**config.mk**
```make
export PLATFORM = sky130hd
export DESIGN_NAME = bump_event_detector
export DESIGN_NICKNAME = d
export VERILOG_FILES = /design/src/hw/rtl/bed_pkg.sv /design/src/hw/rtl/bump_event_detector.sv
export SDC_FILE = /design/constraint.sdc
export NUM_CORES = 1
export LEC_CHECK = 0
export BUFFER_PORTS_ARGS = -buffer_cell sky130_fd_sc_hd__buf_2
export CORE_MARGIN = 8
export CORE_UTILIZATION = 35
export DETAILED_ROUTE_END_ITERATION = 16
export PLACE_DENSITY = 0.52
export SYNTH_ARGS = -nofsm -noshare
export SYNTH_HDL_FRONTEND = slang
export SYNTH_SLANG_ARGS = --single-unit
export TNS_END_PERCENT = 100
```
**constraint.sdc**
```tcl
create_clock -name clk -period 16.93 [get_ports clk]
set_clock_uncertainty 0.2 [all_clocks]
set_input_delay 1.693 -clock clk [delete_from_list [all_inputs] [get_ports clk]]
set_output_delay 1.693 -clock clk [all_outputs]
set_load 0.02 [all_outputs]
```
**src/hw/rtl/bed_pkg.sv**
```systemverilog
// ----------------------------------------------------------------------------
// bed_pkg: shared types and constants for the bump event detector
// Phase codes, command codes, register indexes and register reset values.
// ----------------------------------------------------------------------------
`timescale 1ns / 1ps

package bed_pkg;

  // Machine phases, as reported on the result channel
  typedef enum logic [2:0] {
    PH_WAIT     = 3'd0,
    PH_SAMPLE   = 3'd1,
    PH_FILTER   = 3'd2,
    PH_DETECTED = 3'd3,
    PH_HOLD     = 3'd4
  } phase_t;

  // Input beat commands
  typedef enum logic {
    CMD_TICK = 1'b0,
    CMD_ACK  = 1'b1
  } cmd_t;

  // Configuration register indexes
  localparam logic [1:0] CFG_WAIT_TICKS      = 2'd0;
  localparam logic [1:0] CFG_SAMPLE_COUNT    = 2'd1;
  localparam logic [1:0] CFG_LEVEL_THRESHOLD = 2'd2;

  // Field widths fixed by the interface
  localparam int unsigned TICK_W = 16;
  localparam int unsigned CNT_W  = 7;
  localparam int unsigned THR_W  = 20;
  localparam int unsigned MAG_IN_W = 16;
  localparam int unsigned CFG_W  = 20;
  localparam int unsigned PROD_W = THR_W + CNT_W;

  // Register reset values
  localparam logic [TICK_W-1:0] WAIT_TICKS_RST      = 16'd100;
  localparam logic [CNT_W-1:0]  SAMPLE_COUNT_RST    = 7'd10;
  localparam logic [THR_W-1:0]  LEVEL_THRESHOLD_RST = 20'd16000;

  // Result beat
  typedef struct packed {
    logic   detected;
    phase_t phase;
  } result_t;

endpackage

```
**src/hw/rtl/bump_event_detector.sv**
```systemverilog
// ----------------------------------------------------------------------------
// bump_event_detector: five-phase bump detector stepped by tick beats
// Waits a configured number of ticks, sums a burst of magnitude samples,
// tests the average against a threshold and latches an event flag until an
// acknowledge beat clears it. One result beat per input beat.
// ----------------------------------------------------------------------------
//
//  channel | ports                                   | direction
//  --------+-----------------------------------------+----------
//  in      | in_valid, in_stall, in_command, in_magnitude | sink
//  out     | out_valid, out_stall, out_detected, out_phase | source
//  cfg     | cfg_we, cfg_index, cfg_wdata            | sink
//
//  One beat per cycle sustained while out_stall stays low; an accepted input
//  passes the input register, then the state update into the result
//  register. The whole step is one pass of compare, add and a 20x7 product.
//  Reset (rst_n low, synchronous) clears phase, counters, flag and loads
//  the register defaults. A two-entry result buffer absorbs out_stall;
//  in_stall rises only when the spare result entry is occupied.
// ----------------------------------------------------------------------------
`timescale 1ns / 1ps

module bump_event_detector
  import bed_pkg::*;
#(
  parameter int unsigned MAX_SAMPLES = 64,
  parameter int unsigned MAG_BITS    = 16
) (
  input  logic                clk,
  input  logic                rst_n,
  // input channel
  input  logic                in_valid,
  output logic                in_stall,
  input  logic                in_command,
  input  logic [MAG_IN_W-1:0] in_magnitude,
  // result channel
  output logic                out_valid,
  input  logic                out_stall,
  output logic                out_detected,
  output logic [2:0]          out_phase,
  // configuration
  input  logic                cfg_we,
  input  logic [1:0]          cfg_index,
  input  logic [CFG_W-1:0]    cfg_wdata
);

  // Magnitude bits actually used, sum width and sample cap
  localparam int unsigned MAG_W = (MAG_BITS < MAG_IN_W) ? MAG_BITS : MAG_IN_W;
  localparam int unsigned SUM_W = MAG_W + $clog2(MAX_SAMPLES);
  localparam int unsigned CAP_V = (MAX_SAMPLES > 127) ? 127 : MAX_SAMPLES;
  localparam logic [CNT_W-1:0] CNT_CAP = CNT_W'(CAP_V);
  localparam int unsigned CMP_W = ((SUM_W + 4) > PROD_W) ? (SUM_W + 4) : PROD_W;

  // Configuration registers
  logic [TICK_W-1:0] wait_ticks_r;
  logic [CNT_W-1:0]  sample_count_r;
  logic [THR_W-1:0]  level_threshold_r;

  always_ff @(posedge clk) begin
    if (!rst_n) begin
      wait_ticks_r      <= WAIT_TICKS_RST;
      sample_count_r    <= SAMPLE_COUNT_RST;
      level_threshold_r <= LEVEL_THRESHOLD_RST;
    end else if (cfg_we) begin
      case (cfg_index)
        CFG_WAIT_TICKS:      wait_ticks_r      <= cfg_wdata[TICK_W-1:0];
        CFG_SAMPLE_COUNT:    sample_count_r    <= cfg_wdata[CNT_W-1:0];
        CFG_LEVEL_THRESHOLD: level_threshold_r <= cfg_wdata;
        default: ;
      endcase
    end
  end

  // Input register
  logic                s1_valid_r;
  cmd_t                s1_cmd_r;
  logic [MAG_W-1:0]    s1_mag_r;
  logic                skid_valid_r;
  logic                in_fire;
  logic                s2_fire;

  assign in_stall = s1_valid_r & skid_valid_r;
  assign in_fire  = in_valid & ~in_stall;
  assign s2_fire  = s1_valid_r & ~skid_valid_r;

  always_ff @(posedge clk) begin
    if (!rst_n) begin
      s1_valid_r <= 1'b0;
    end else if (in_fire) begin
      s1_valid_r <= 1'b1;
    end else if (s2_fire) begin
      s1_valid_r <= 1'b0;
    end
  end

  always_ff @(posedge clk) begin
    if (in_fire) begin
      s1_cmd_r <= cmd_t'(in_command);
      s1_mag_r <= in_magnitude[MAG_W-1:0];
    end
  end

  // Machine state
  phase_t            phase_r,   phase_nxt;
  logic [TICK_W-1:0] tick_r,    tick_nxt;
  logic [CNT_W-1:0]  taken_r,   taken_nxt;
  logic [SUM_W-1:0]  sum_r,     sum_nxt;
  logic              flag_r,    flag_nxt;

  // Effective sample count: zero reads as one, clamp to the cap
  logic [CNT_W-1:0]  eff_cnt;
  logic [PROD_W-1:0] thr_prod;
  logic              above;

  always_comb begin
    if (sample_count_r == '0) begin
      eff_cnt = CNT_W'(1);
    end else if (sample_count_r > CNT_CAP) begin
      eff_cnt = CNT_CAP;
    end else begin
      eff_cnt = sample_count_r;
    end
  end

  // Exact average test: sum * 16 > threshold * count
  assign thr_prod = PROD_W'(level_threshold_r) * PROD_W'(eff_cnt);
  assign above    = (CMP_W'(sum_r) << 4) > CMP_W'(thr_prod);

  // Next state for one beat
  always_comb begin
    phase_nxt = phase_r;
    tick_nxt  = tick_r;
    taken_nxt = taken_r;
    sum_nxt   = sum_r;
    flag_nxt  = flag_r;
    if (s1_cmd_r == CMD_ACK) begin
      flag_nxt = 1'b0;
    end else begin
      case (phase_r)
        PH_WAIT: begin
          tick_nxt  = tick_r + TICK_W'(1);
          taken_nxt = '0;
          sum_nxt   = '0;
          if (tick_nxt == wait_ticks_r) phase_nxt = PH_SAMPLE;
        end
        PH_SAMPLE: begin
          tick_nxt  = '0;
          sum_nxt   = sum_r + SUM_W'(s1_mag_r);
          taken_nxt = taken_r + CNT_W'(1);
          if (taken_nxt >= eff_cnt) phase_nxt = PH_FILTER;
        end
        PH_FILTER: begin
          phase_nxt = above ? PH_DETECTED : PH_WAIT;
        end
        PH_DETECTED: begin
          flag_nxt  = 1'b1;
          phase_nxt = PH_HOLD;
        end
        PH_HOLD: begin
          if (!flag_r) phase_nxt = PH_WAIT;
        end
        default: begin
          phase_nxt = PH_WAIT;
        end
      endcase
    end
  end

  always_ff @(posedge clk) begin
    if (!rst_n) begin
      phase_r <= PH_WAIT;
      tick_r  <= '0;
      taken_r <= '0;
      sum_r   <= '0;
      flag_r  <= 1'b0;
    end else if (s2_fire) begin
      phase_r <= phase_nxt;
      tick_r  <= tick_nxt;
      taken_r <= taken_nxt;
      sum_r   <= sum_nxt;
      flag_r  <= flag_nxt;
    end
  end

  // Result buffer: main entry plus one spare
  result_t res_new;
  result_t out_r;
  result_t skid_r;
  logic    out_valid_r;
  logic    out_fire;

  assign res_new.detected = flag_nxt;
  assign res_new.phase    = phase_nxt;
  assign out_fire         = out_valid_r & ~out_stall;

  always_ff @(posedge clk) begin
    if (!rst_n) begin
      out_valid_r  <= 1'b0;
      skid_valid_r <= 1'b0;
    end else if (skid_valid_r) begin
      if (out_fire) skid_valid_r <= 1'b0;
    end else if (s2_fire) begin
      if (out_valid_r && !out_fire) skid_valid_r <= 1'b1;
      out_valid_r <= 1'b1;
    end else if (out_fire) begin
      out_valid_r <= 1'b0;
    end
  end

  always_ff @(posedge clk) begin
    if (skid_valid_r) begin
      if (out_fire) out_r <= skid_r;
    end else if (s2_fire) begin
      if (out_valid_r && !out_fire) begin
        skid_r <= res_new;
      end else begin
        out_r <= res_new;
      end
    end
  end

  assign out_valid    = out_valid_r;
  assign out_detected = out_r.detected;
  assign out_phase    = out_r.phase;

  // Checks
  a_skid_needs_main: assert property (@(posedge clk) disable iff (!rst_n)
    skid_valid_r |-> out_valid_r)
    else $error("spare result entry full while main entry empty");

  a_taken_capped: assert property (@(posedge clk) disable iff (!rst_n)
    taken_r <= CNT_CAP)
    else $error("sample counter beyond cap");

  a_detect_sets_flag: assert property (@(posedge clk) disable iff (!rst_n)
    (s2_fire && s1_cmd_r == CMD_TICK && phase_r == PH_DETECTED)
      |=> (flag_r && phase_r == PH_HOLD))
    else $error("detected phase did not latch the flag");

  a_filter_exit: assert property (@(posedge clk) disable iff (!rst_n)
    (s2_fire && s1_cmd_r == CMD_TICK && phase_r == PH_FILTER)
      |=> (phase_r == PH_DETECTED || phase_r == PH_WAIT))
    else $error("filter phase left to an unexpected phase");

  a_stall_only_when_full: assert property (@(posedge clk) disable iff (!rst_n)
    in_stall |-> (s1_valid_r && out_valid_r))
    else $error("input stalled with room in the result buffer");

endmodule

```
==> impl_results.md, run 1 <==
* Count of nets left with antenna violations after detail routing at 0
* Die area at 37550 um^2
* Worst-margin pin slew at 0.9266 ns
* Async SR Flop Fraction at 0
* # setup viols final at 0
* R2R Path Start: sample_count_r[6]$_SDFFE_PN0P_
* Count of placed standard cells including taps at 1688
* Total power after layout at 924.7 uW
* Pin count of the biggest net entering global routing at 91
* Vias per inst at 5.063
* Area share of and/or/nand/nor cells after synthesis at 0.2234
* DRC violation total after the first TritonRoute iteration at 476
* Power density over the cells at 75.45 nW/um^2
* Count of final hold-check violations at 0
* Capturing element type of the critical path: register
* Synth-to-layout area growth at 10.80%
* Number of iterations in the first detailed-routing pass at 5
* Net count reported at finish at 1531
* Critical path peak fanout at 29
* Post-synthesis area per instance at 8.622 um^2
* Launch point of the critical path: sample_count_r[6]$_SDFFE_PN0P_
* Number of different library cells in the post-synthesis netlist at 71
* Area contributors post-synth: sky130_fd_sc_hd__dfxtp_1 17%, sky130_fd_sc_hd__fa_1 16%, sky130_fd_sc_hd__ha_1 10%
* Run status: finished clean
* Fraction of layout cells with a size suffix above 1 at 0.08346
* Clock tree from TritonCTS: yes
* Xor/xnor share of the synthesized area at 0.05226
* Netlist area before placement at 11060 um^2
* Portion of synthesized cell area occupied by the leading cell type at 0.1719
* Top cells by instance count after synthesis: 183 x sky130_fd_sc_hd__nand2_1, 105 x sky130_fd_sc_hd__inv_1, 99 x sky130_fd_sc_hd__and2_1, 95 x sky130_fd_sc_hd__dfxtp_1, 92 x sky130_fd_sc_hd__ha_1
* Termination of the worst setup path: out_phase[1]$_DFFE_PP_
* Max-slew violation count at 0
* CTS resizes at 0
* Port bufs at 49
* DRC violations left at 0
* Remaining global-route overflow at 0
* Top-level I/O count at 50
* Flip-flop and latch count after synthesis at 120
* Post-synthesis cell count at 1283
* Worst vdd rail ir drop at 50.08 uV
* Max Buffers Root-to-Sink at 2
* Aggregate routed wire length at 28070 um
* Dominant combinational cell family by area after synthesis: adder cells
* Mapped Nets at 1509
* Static leakage at 0.005450 uW
* Path class of the lowest-slack min-delay path: register to register
* Slack of the worst reg-to-reg path at 8.86 ns
* Worst slew margin at 0.3814
* Arrival time worst endpoint at 8.04 ns
* Register area share after synthesis at 0.2398
* Number of clock buffers inserted by TritonCTS at 17
* Clock Sink Count at 120
* Starting density of the core at 0.3533
* Max capacitance violation total at 0
* Worst slack on hold paths at 0.2827 ns
* Final period util at 0.4766
* Dominant cell type by area after synthesis: sky130_fd_sc_hd__dfxtp_1
* Post-CTS Setup Repair Bufs at 0
* Complex-gate fraction of the synthesized area at 0.1451
* End of the worst register-to-register path: out_phase[1]$_DFFE_PP_
* Adder and majority gate portion of the synthesized area at 0.2669
* Die width at 193.8 um
* Area of the placeable core at 31310 um^2
* Most used standard cell by instance count after synthesis: sky130_fd_sc_hd__nand2_1
* Via count of the routed design at 8709
* Post-layout min period at 8.069 ns
* Count of warnings emitted by yosys at 0
* Maximum achievable frequency at 123.9 MHz
* H-tree lvl count at 4
* Number of cell instances on the worst register-to-register path at 27
* Required time at the endpoint of the critical path at 16.90 ns
* Most frequently used flop master after synthesis: sky130_fd_sc_hd__dfxtp_1
* Later-pin clock latency in the skew report at 0.42 ns
* Antenna Cells at 0
* Setup tns final at 0 ns
* Count of standard-cell rows at 65
* Detailed-route wire length per cell at 16.32 um
* Root Driver: sky130_fd_sc_hd__clkbuf_16
* Clock slew seen by the registers of the worst setup and hold paths at 0.06 ns
* Number of enable flip-flop cells after synthesis at 25
* Kind of start point of the critical path: register
* Mux contribution to synthesized area at 0.01572
* Antenna violations before repair at 0
* Setup repair after global routing missed its margin: false
* All-layer global routing usage at 0.1501
* Gp weighted congestion at 0.8439
* Vias in the first global route at 8530
* Half-perimeter wire length of the detailed placement result at 21920 um
* Die height at 193.8 um
* Hold-fix buffers at CTS at 0
* First-pass GRT wire length at 45460 um
* Post-Layout Cell Count at 1720
* Category of the most critical setup path: register to register
==> cell families (layout without fill, tap and decap cells) <==
logic type,Yosys count,in the layout
buffers and inverters,163,198
AOI/OAI and AO/OA,241,241
and+or+nand+nor,494,494
adders and majority gates,182,182
xor gates and xnor gates,66,66
muxes,17,17
DFF,120,120
==> area by class of cell <==
type                       count  area, um^2
clock buffer                  18       429.2
clock inverter                14       152.6
fill                        3171       19050
inverter                     105       394.1
multi-input combinational   1000        7790
sequential                   120        2653
tap                          402       503.0
timing repair buffer          61       335.3
==> critical path: stages, from the launching register on <==
cell and delay (ns):
sky130_fd_sc_hd__dfxtp_1 0.93, sky130_fd_sc_hd__nor2b_1 0.10, sky130_fd_sc_hd__buf_4 0.25, sky130_fd_sc_hd__and2_1 0.20, sky130_fd_sc_hd__fa_1 0.55, sky130_fd_sc_hd__fa_1 0.44
sky130_fd_sc_hd__fa_1 0.55, sky130_fd_sc_hd__inv_1 0.05, sky130_fd_sc_hd__fa_1 0.52, sky130_fd_sc_hd__inv_1 0.05, sky130_fd_sc_hd__ha_1 0.34, sky130_fd_sc_hd__o21a_1 0.23
sky130_fd_sc_hd__o21a_1 0.20, sky130_fd_sc_hd__a311oi_1 0.51, sky130_fd_sc_hd__or2_2 0.26, sky130_fd_sc_hd__o211ai_1 0.13, sky130_fd_sc_hd__a21o_1 0.17, sky130_fd_sc_hd__a21oi_1 0.16
sky130_fd_sc_hd__xor2_1 0.17, sky130_fd_sc_hd__ha_1 0.27, sky130_fd_sc_hd__a21o_1 0.20, sky130_fd_sc_hd__a211oi_1 0.21, sky130_fd_sc_hd__o21ai_0 0.10, sky130_fd_sc_hd__a21oi_1 0.13
sky130_fd_sc_hd__a41oi_1 0.15, sky130_fd_sc_hd__a31oi_1 0.31, sky130_fd_sc_hd__mux2i_1 0.14, sky130_fd_sc_hd__mux2_2 0.28
==> sequential cells by signal (all words and copies together), names as in the netlist <==
signal and count:
flag_r 1, level_threshold_r 20, out_detected 1, out_phase 3, out_valid 1, phase_r 3, s1_cmd_r 1, s1_mag_r 16
s1_valid_r 1, sample_count_r 7, skid_r 4, skid_valid_r 1, sum_r 22, taken_r 7, tick_r 16, wait_ticks_r 16
==> layer usage <==
metal	track usage	routed length [um]	up-vias
met4	0.03620	330	0
met5	0	0	-
met1	0.2053	13700	4194
met3	0.02690	971	17
li1	-	-	4370
met2	0.2420	13070	128
==> worst min-delay path by stage <==
| stage | from | end | slack [ns] | cells after the start |
|---|---|---|---|---|
| floorplan | wait_ticks_r[14]$_SDFFE_PN0P_ | wait_ticks_r[14]$_SDFFE_PN0P_ | 0.26 | 2 |
| global placement | wait_ticks_r[9]$_SDFFE_PN0P_ | wait_ticks_r[9]$_SDFFE_PN0P_ | 0.28 | 2 |
| detailed placement | wait_ticks_r[3]$_SDFFE_PN0P_ | wait_ticks_r[3]$_SDFFE_PN0P_ | 0.28 | 2 |
| CTS | wait_ticks_r[3]$_SDFFE_PN0P_ | wait_ticks_r[3]$_SDFFE_PN0P_ | 0.29 | 2 |
| global route | wait_ticks_r[3]$_SDFFE_PN0P_ | wait_ticks_r[3]$_SDFFE_PN0P_ | 0.30 | 2 |
| finish | wait_ticks_r[3]$_SDFFE_PN0P_ | wait_ticks_r[3]$_SDFFE_PN0P_ | 0.28 | 2 |
==> placed cells by master (no fill, tap or decap), types with 5 or more instances in the layout <==
cell type / count
sky130_fd_sc_hd__buf_4: 12
sky130_fd_sc_hd__xor2_1: 26
sky130_fd_sc_hd__nor3_1: 16
sky130_fd_sc_hd__a22oi_1: 11
sky130_fd_sc_hd__a21boi_0: 39
sky130_fd_sc_hd__a21o_1: 14
sky130_fd_sc_hd__a211oi_1: 8
sky130_fd_sc_hd__nand4_1: 7
sky130_fd_sc_hd__nand3_1: 40
sky130_fd_sc_hd__and2_1: 99
sky130_fd_sc_hd__a31oi_1: 9
sky130_fd_sc_hd__a21oi_1: 67
sky130_fd_sc_hd__edfxtp_1: 25
sky130_fd_sc_hd__o31ai_1: 7
sky130_fd_sc_hd__ha_1: 92
sky130_fd_sc_hd__clkinv_4: 5
sky130_fd_sc_hd__fa_1: 90
sky130_fd_sc_hd__o21bai_1: 8
sky130_fd_sc_hd__clkbuf_16: 17
sky130_fd_sc_hd__nor2_1: 58
sky130_fd_sc_hd__xnor2_1: 40
sky130_fd_sc_hd__dfxtp_1: 95
sky130_fd_sc_hd__inv_1: 105
sky130_fd_sc_hd__and3_1: 11
sky130_fd_sc_hd__buf_2: 49
sky130_fd_sc_hd__nor2b_1: 42
sky130_fd_sc_hd__o21a_1: 8
sky130_fd_sc_hd__o21ai_0: 33
sky130_fd_sc_hd__mux2i_1: 14
sky130_fd_sc_hd__o211ai_1: 7
sky130_fd_sc_hd__nand2_1: 183
==> where the power goes <==
group	switching [uW]	internal [uW]	leakage [uW]	total (uW)
sequential	11.0	301	0.00101	312
clock	138	217	0.000272	355
combinational	156	102	0.00417	258
total	305	620	0.00545	925
==> through the flow <==
| stage | utilization | setup slack [ns] | area, um^2 |
|---|---|---|---|
| 5_1_grt | 0.3914 | 8.248 | 12260 |
| 4_1_cts | 0.3914 | 8.892 | 12260 |
| 6_report | 0.3914 | 8.861 | 12260 |
| 3_5_place_dp | 0.3729 | 8.957 | 11670 |
| 3_3_place_gp | 0.3729 | 8.965 | 11670 |
| 2_1_floorplan | - | 9.877 | 11060 |
No activity file was read; power rests on OpenSTA's default activity.
==> inputs of run 2 (changes only) <==
--- a/config.mk
+++ b/config.mk
@@ -5,11 +5,12 @@
 export SDC_FILE = /design/constraint.sdc
 export NUM_CORES = 1
 export LEC_CHECK = 0
+export ABC_AREA = 1
 export BUFFER_PORTS_ARGS = -buffer_cell sky130_fd_sc_hd__buf_2
 export CORE_MARGIN = 8
 export CORE_UTILIZATION = 35
 export DETAILED_ROUTE_END_ITERATION = 16
-export PLACE_DENSITY = 0.52
+export PLACE_DENSITY = 0.54
 export SYNTH_ARGS = -nofsm -noshare
 export SYNTH_HDL_FRONTEND = slang
 export SYNTH_SLANG_ARGS = --single-unit
==> constraint.sdc (replaced) <==
create_clock -name clk -period 7.15 [get_ports clk]
set_clock_uncertainty 0.2 [all_clocks]
set_input_delay 0.715 -clock clk [delete_from_list [all_inputs] [get_ports clk]]
set_output_delay 0.715 -clock clk [all_outputs]
set_load 0.02 [all_outputs]
==> run 2 against run 1 <==
Clock power grew 140%. Core utilization grew 1.1 points. Combinational power grew to 3.4 times the previous value. Routed wire length grew 2.7%. Highest routed layer unchanged. Clock-buffer cell count shrank 1. Die area shrank 2.8%. Sequential share of layout area grew 0.081 points. Hold slack lost 0.018 ns. Largest cell class unchanged. Non-clock buffer count grew 11. Flip-flop and latch count is the same. Sequential power grew 140%.
==> impl_results.md, run 2 <==
* Top cells by instance count after synthesis: 311 x sky130_fd_sc_hd__nand2_1, 226 x sky130_fd_sc_hd__inv_1, 169 x sky130_fd_sc_hd__nor2_1, 114 x sky130_fd_sc_hd__a21oi_1, 95 x sky130_fd_sc_hd__dfxtp_1
* Cell area after placement at 11490 um^2
* Root Driver: sky130_fd_sc_hd__clkbuf_16
* Final period util at 0.9478
* Later-pin clock latency in the skew report at 0.42 ns
* Antenna violations before repair at 0
* Largest Register: sum_r
* Post-Layout Cell Count at 1898
* All-layer global routing usage at 0.1599
* Category of the most critical setup path: register to register
* Synth-to-layout area growth at 13.93%
* Die area at 36490 um^2
* Internal Pwr Total at 1543 uW
* Worst vdd rail ir drop at 106.6 uV
* Required time at the endpoint of the critical path at 7.13 ns
* Fraction of layout cells with a size suffix above 1 at 0.1132
* Die width at 191.0 um
* Top-level I/O count at 50
* Flip-flop count of the largest register, all copies and words added at 22
* Max-slew violation count at 0
* Largest stage delay on the critical path at 0.54 ns
* Count of warnings emitted by yosys at 0
* Half-perimeter wire length of the detailed placement result at 23010 um
* Vias in the first global route at 9229
* Via count of the routed design at 9303
* Maximum achievable frequency at 147.6 MHz
* Starting density of the core at 0.3533
* Combinational power share at 0.356
* Antenna Cells at 0
* Die height at 191.0 um
* Netlist area before placement at 10720 um^2
* Max capacitance violation total at 0
* # setup viols final at 0
* Dominant cell type by area after synthesis: sky130_fd_sc_hd__dfxtp_1
* H-tree lvl count at 4
* Area contributors post-synth: sky130_fd_sc_hd__dfxtp_1 18%, sky130_fd_sc_hd__fa_1 17%, sky130_fd_sc_hd__nand2_1 11%
* Number of clock buffers inserted by TritonCTS at 17
* Net count reported at finish at 1715
* Path class of the lowest-slack min-delay path: primary input to register
* Most frequently used flop master after synthesis: sky130_fd_sc_hd__dfxtp_1
* Most used standard cell by instance count after synthesis: sky130_fd_sc_hd__nand2_1
* Pin count of the biggest net entering global routing at 51
* Count of final hold-check violations at 0
* Max Buffers Root-to-Sink at 2
* Mapped Nets at 1655
* Number of different library cells in the post-synthesis netlist at 48
* Library cell appearing most often on the critical path: sky130_fd_sc_hd__nand2_1
* Number of iterations in the first detailed-routing pass at 5
* First-pass GRT wire length at 46590 um
* Total area of multi-input combinational cells at 7211 um^2
* Post-layout min period at 6.777 ns
* Switching portion of total power at 0.3725
* Clock network power share at 0.344
* Run status: finished clean
* Count of standard-cell rows at 64
* Detailed-route wire length per cell at 15.19 um
* DRC violations left at 0
* Arrival time worst endpoint at 6.76 ns
* Slowest cell on crit path: sky130_fd_sc_hd__fa_1
* Clock slew seen by the registers of the worst setup and hold paths at 0.06 ns
* Aggregate routed wire length at 28830 um
* Filler cells at 3141
* Register area share after synthesis at 0.2474
* Capturing element type of the critical path: register
* Worst-margin pin slew at 1.022 ns
* DRC violation total after the first TritonRoute iteration at 545
* Gp weighted congestion at 0.8985
* Count of nets left with antenna violations after detail routing at 0
* Registers with the most flip-flops: sum_r x22, level_threshold_r x20
* Kind of start point of the critical path: register
* Area of all placed cells without fillers at 12220 um^2
* Async SR Flop Fraction at 0
* Count of placed standard cells including taps at 1864
* Most common cell after layout, fill and taps aside: sky130_fd_sc_hd__nand2_1
* Clock tree from TritonCTS: yes
* Power density over the cells at 201.3 nW/um^2
* Clock Sink Count at 120
* Flip-flop and latch count after synthesis at 120
* Remaining global-route overflow at 0
* Leading cell types in the layout, fill and taps excluded: 303 x sky130_fd_sc_hd__nand2_1, 226 x sky130_fd_sc_hd__inv_1, 160 x sky130_fd_sc_hd__nor2_1, 111 x sky130_fd_sc_hd__a21oi_1, 94 x sky130_fd_sc_hd__dfxtp_1
* Vias per inst at 4.901
* Post-synthesis area per instance at 7.504 um^2
* Port bufs at 49
* Static leakage at 0.005986 uW
* Worst slew margin at 0.3165
* Critical path peak fanout at 6
* Net switching power of the design at 916.0 uW
* Portion of synthesized cell area occupied by the leading cell type at 0.1774
* Post-synthesis cell count at 1429
* Flop pwr share at 0.300
* Reg area at 2654 um^2
* Hold-fix buffers at CTS at 0
* Area of the placeable core at 30350 um^2
* Number of enable flip-flop cells after synthesis at 25
run 2: final cells by class:
cell class / count / share of cell area
Tap cell: 396 / 0.04056
Clock inverter: 15 / 0.01157
Sequential cell: 120 / 0.2172
Inverter: 232 / 0.07138
Multi-Input combinational cell: 1046 / 0.5902
Timing Repair Buffer: 72 / 0.03421
Clock buffer: 17 / 0.03482
run 2: final timing paths:
path,from,endpoint,slack (ns),cells past startpoint
min,in_command,s1_cmd_r$_DFFE_PP_,0.27,1
max reg2reg,sample_count_r[4]$_SDFFE_PN0P_,out_phase[1]$_DFFE_PP_,0.37,36
min reg2reg,wait_ticks_r[10]$_SDFFE_PN0P_,wait_ticks_r[10]$_SDFFE_PN0P_,0.27,2
max,sample_count_r[4]$_SDFFE_PN0P_,out_phase[1]$_DFFE_PP_,0.37,36
run 2: repair_timing:
action | CTS | global route
setup buffers | 0 | 2
setup endpoints to repair | 0 | 6
resized for setup | 0 | 32
run 2: logic make-up (layout without fill, tap and decap cells):
| kind of cell | Yosys count | in the layout | synth area share |
|---|---|---|---|
| compound gates | 229 | 229 | 0.1188 |
| buf+inv | 263 | 336 | 0.09311 |
| fa+ha+maj | 182 | 182 | 0.2754 |
| flops | 120 | 120 | 0.2474 |
| xor+xnor | 35 | 35 | 0.02987 |
| simple gates | 600 | 600 | 0.2355 |
run 2: power by group through the flow:
stage / registers, uW / clock network (uW) / logic (uW)
2_1_floorplan: 746 / 0 / 623
5_1_grt: 741 / 892 / 999
6_report: 739 / 845 / 875
3_5_place_dp: 753 / 0 / 823
4_1_cts: 739 / 864 / 829
3_3_place_gp: 754 / 0 / 814
run 2: metrics by stage:
step / hold WS [ns] / setup TNS (ns) / setup slack (ns) / util / total power [uW]
after detailed placement: 0.2655 / 0 / 0.1295 / 0.3788 / 1577
after floorplan: 0.2426 / 0 / 0.6741 / - / 1368
final: 0.2652 / 0 / 0.3734 / 0.4025 / 2459
after global routing: 0.2449 / -0.08382 / -0.04510 / 0.4025 / 2633
after CTS: 0.2424 / 0 / 0.1131 / 0.3974 / 2432
after global placement: 0.2646 / 0 / 0.1962 / 0.3788 / 1568
run 2: worst max-delay path: cells and delay by family, from the launching register on:
family | cells | cell delay [ns]
DFF | 1 | 0.34
buffers and inverters | 5 | 0.29
adders and majority gates | 6 | 2.69
and+or+nand+nor | 17 | 1.85
xor gates and xnor gates | 1 | 0.14
AOI/OAI and AO/OA | 7 | 0.99
run 2: routing by layer:
| layer | track usage | wire [um] | part of all wire |
|---|---|---|---|
| met5 | 0 | 0 | 0 |
| met4 | 0.04982 | 497 | 0.017 |
| met3 | 0.02262 | 1049 | 0.036 |
| met2 | 0.2740 | 14200 | 0.49 |
| met1 | 0.2050 | 13080 | 0.45 |
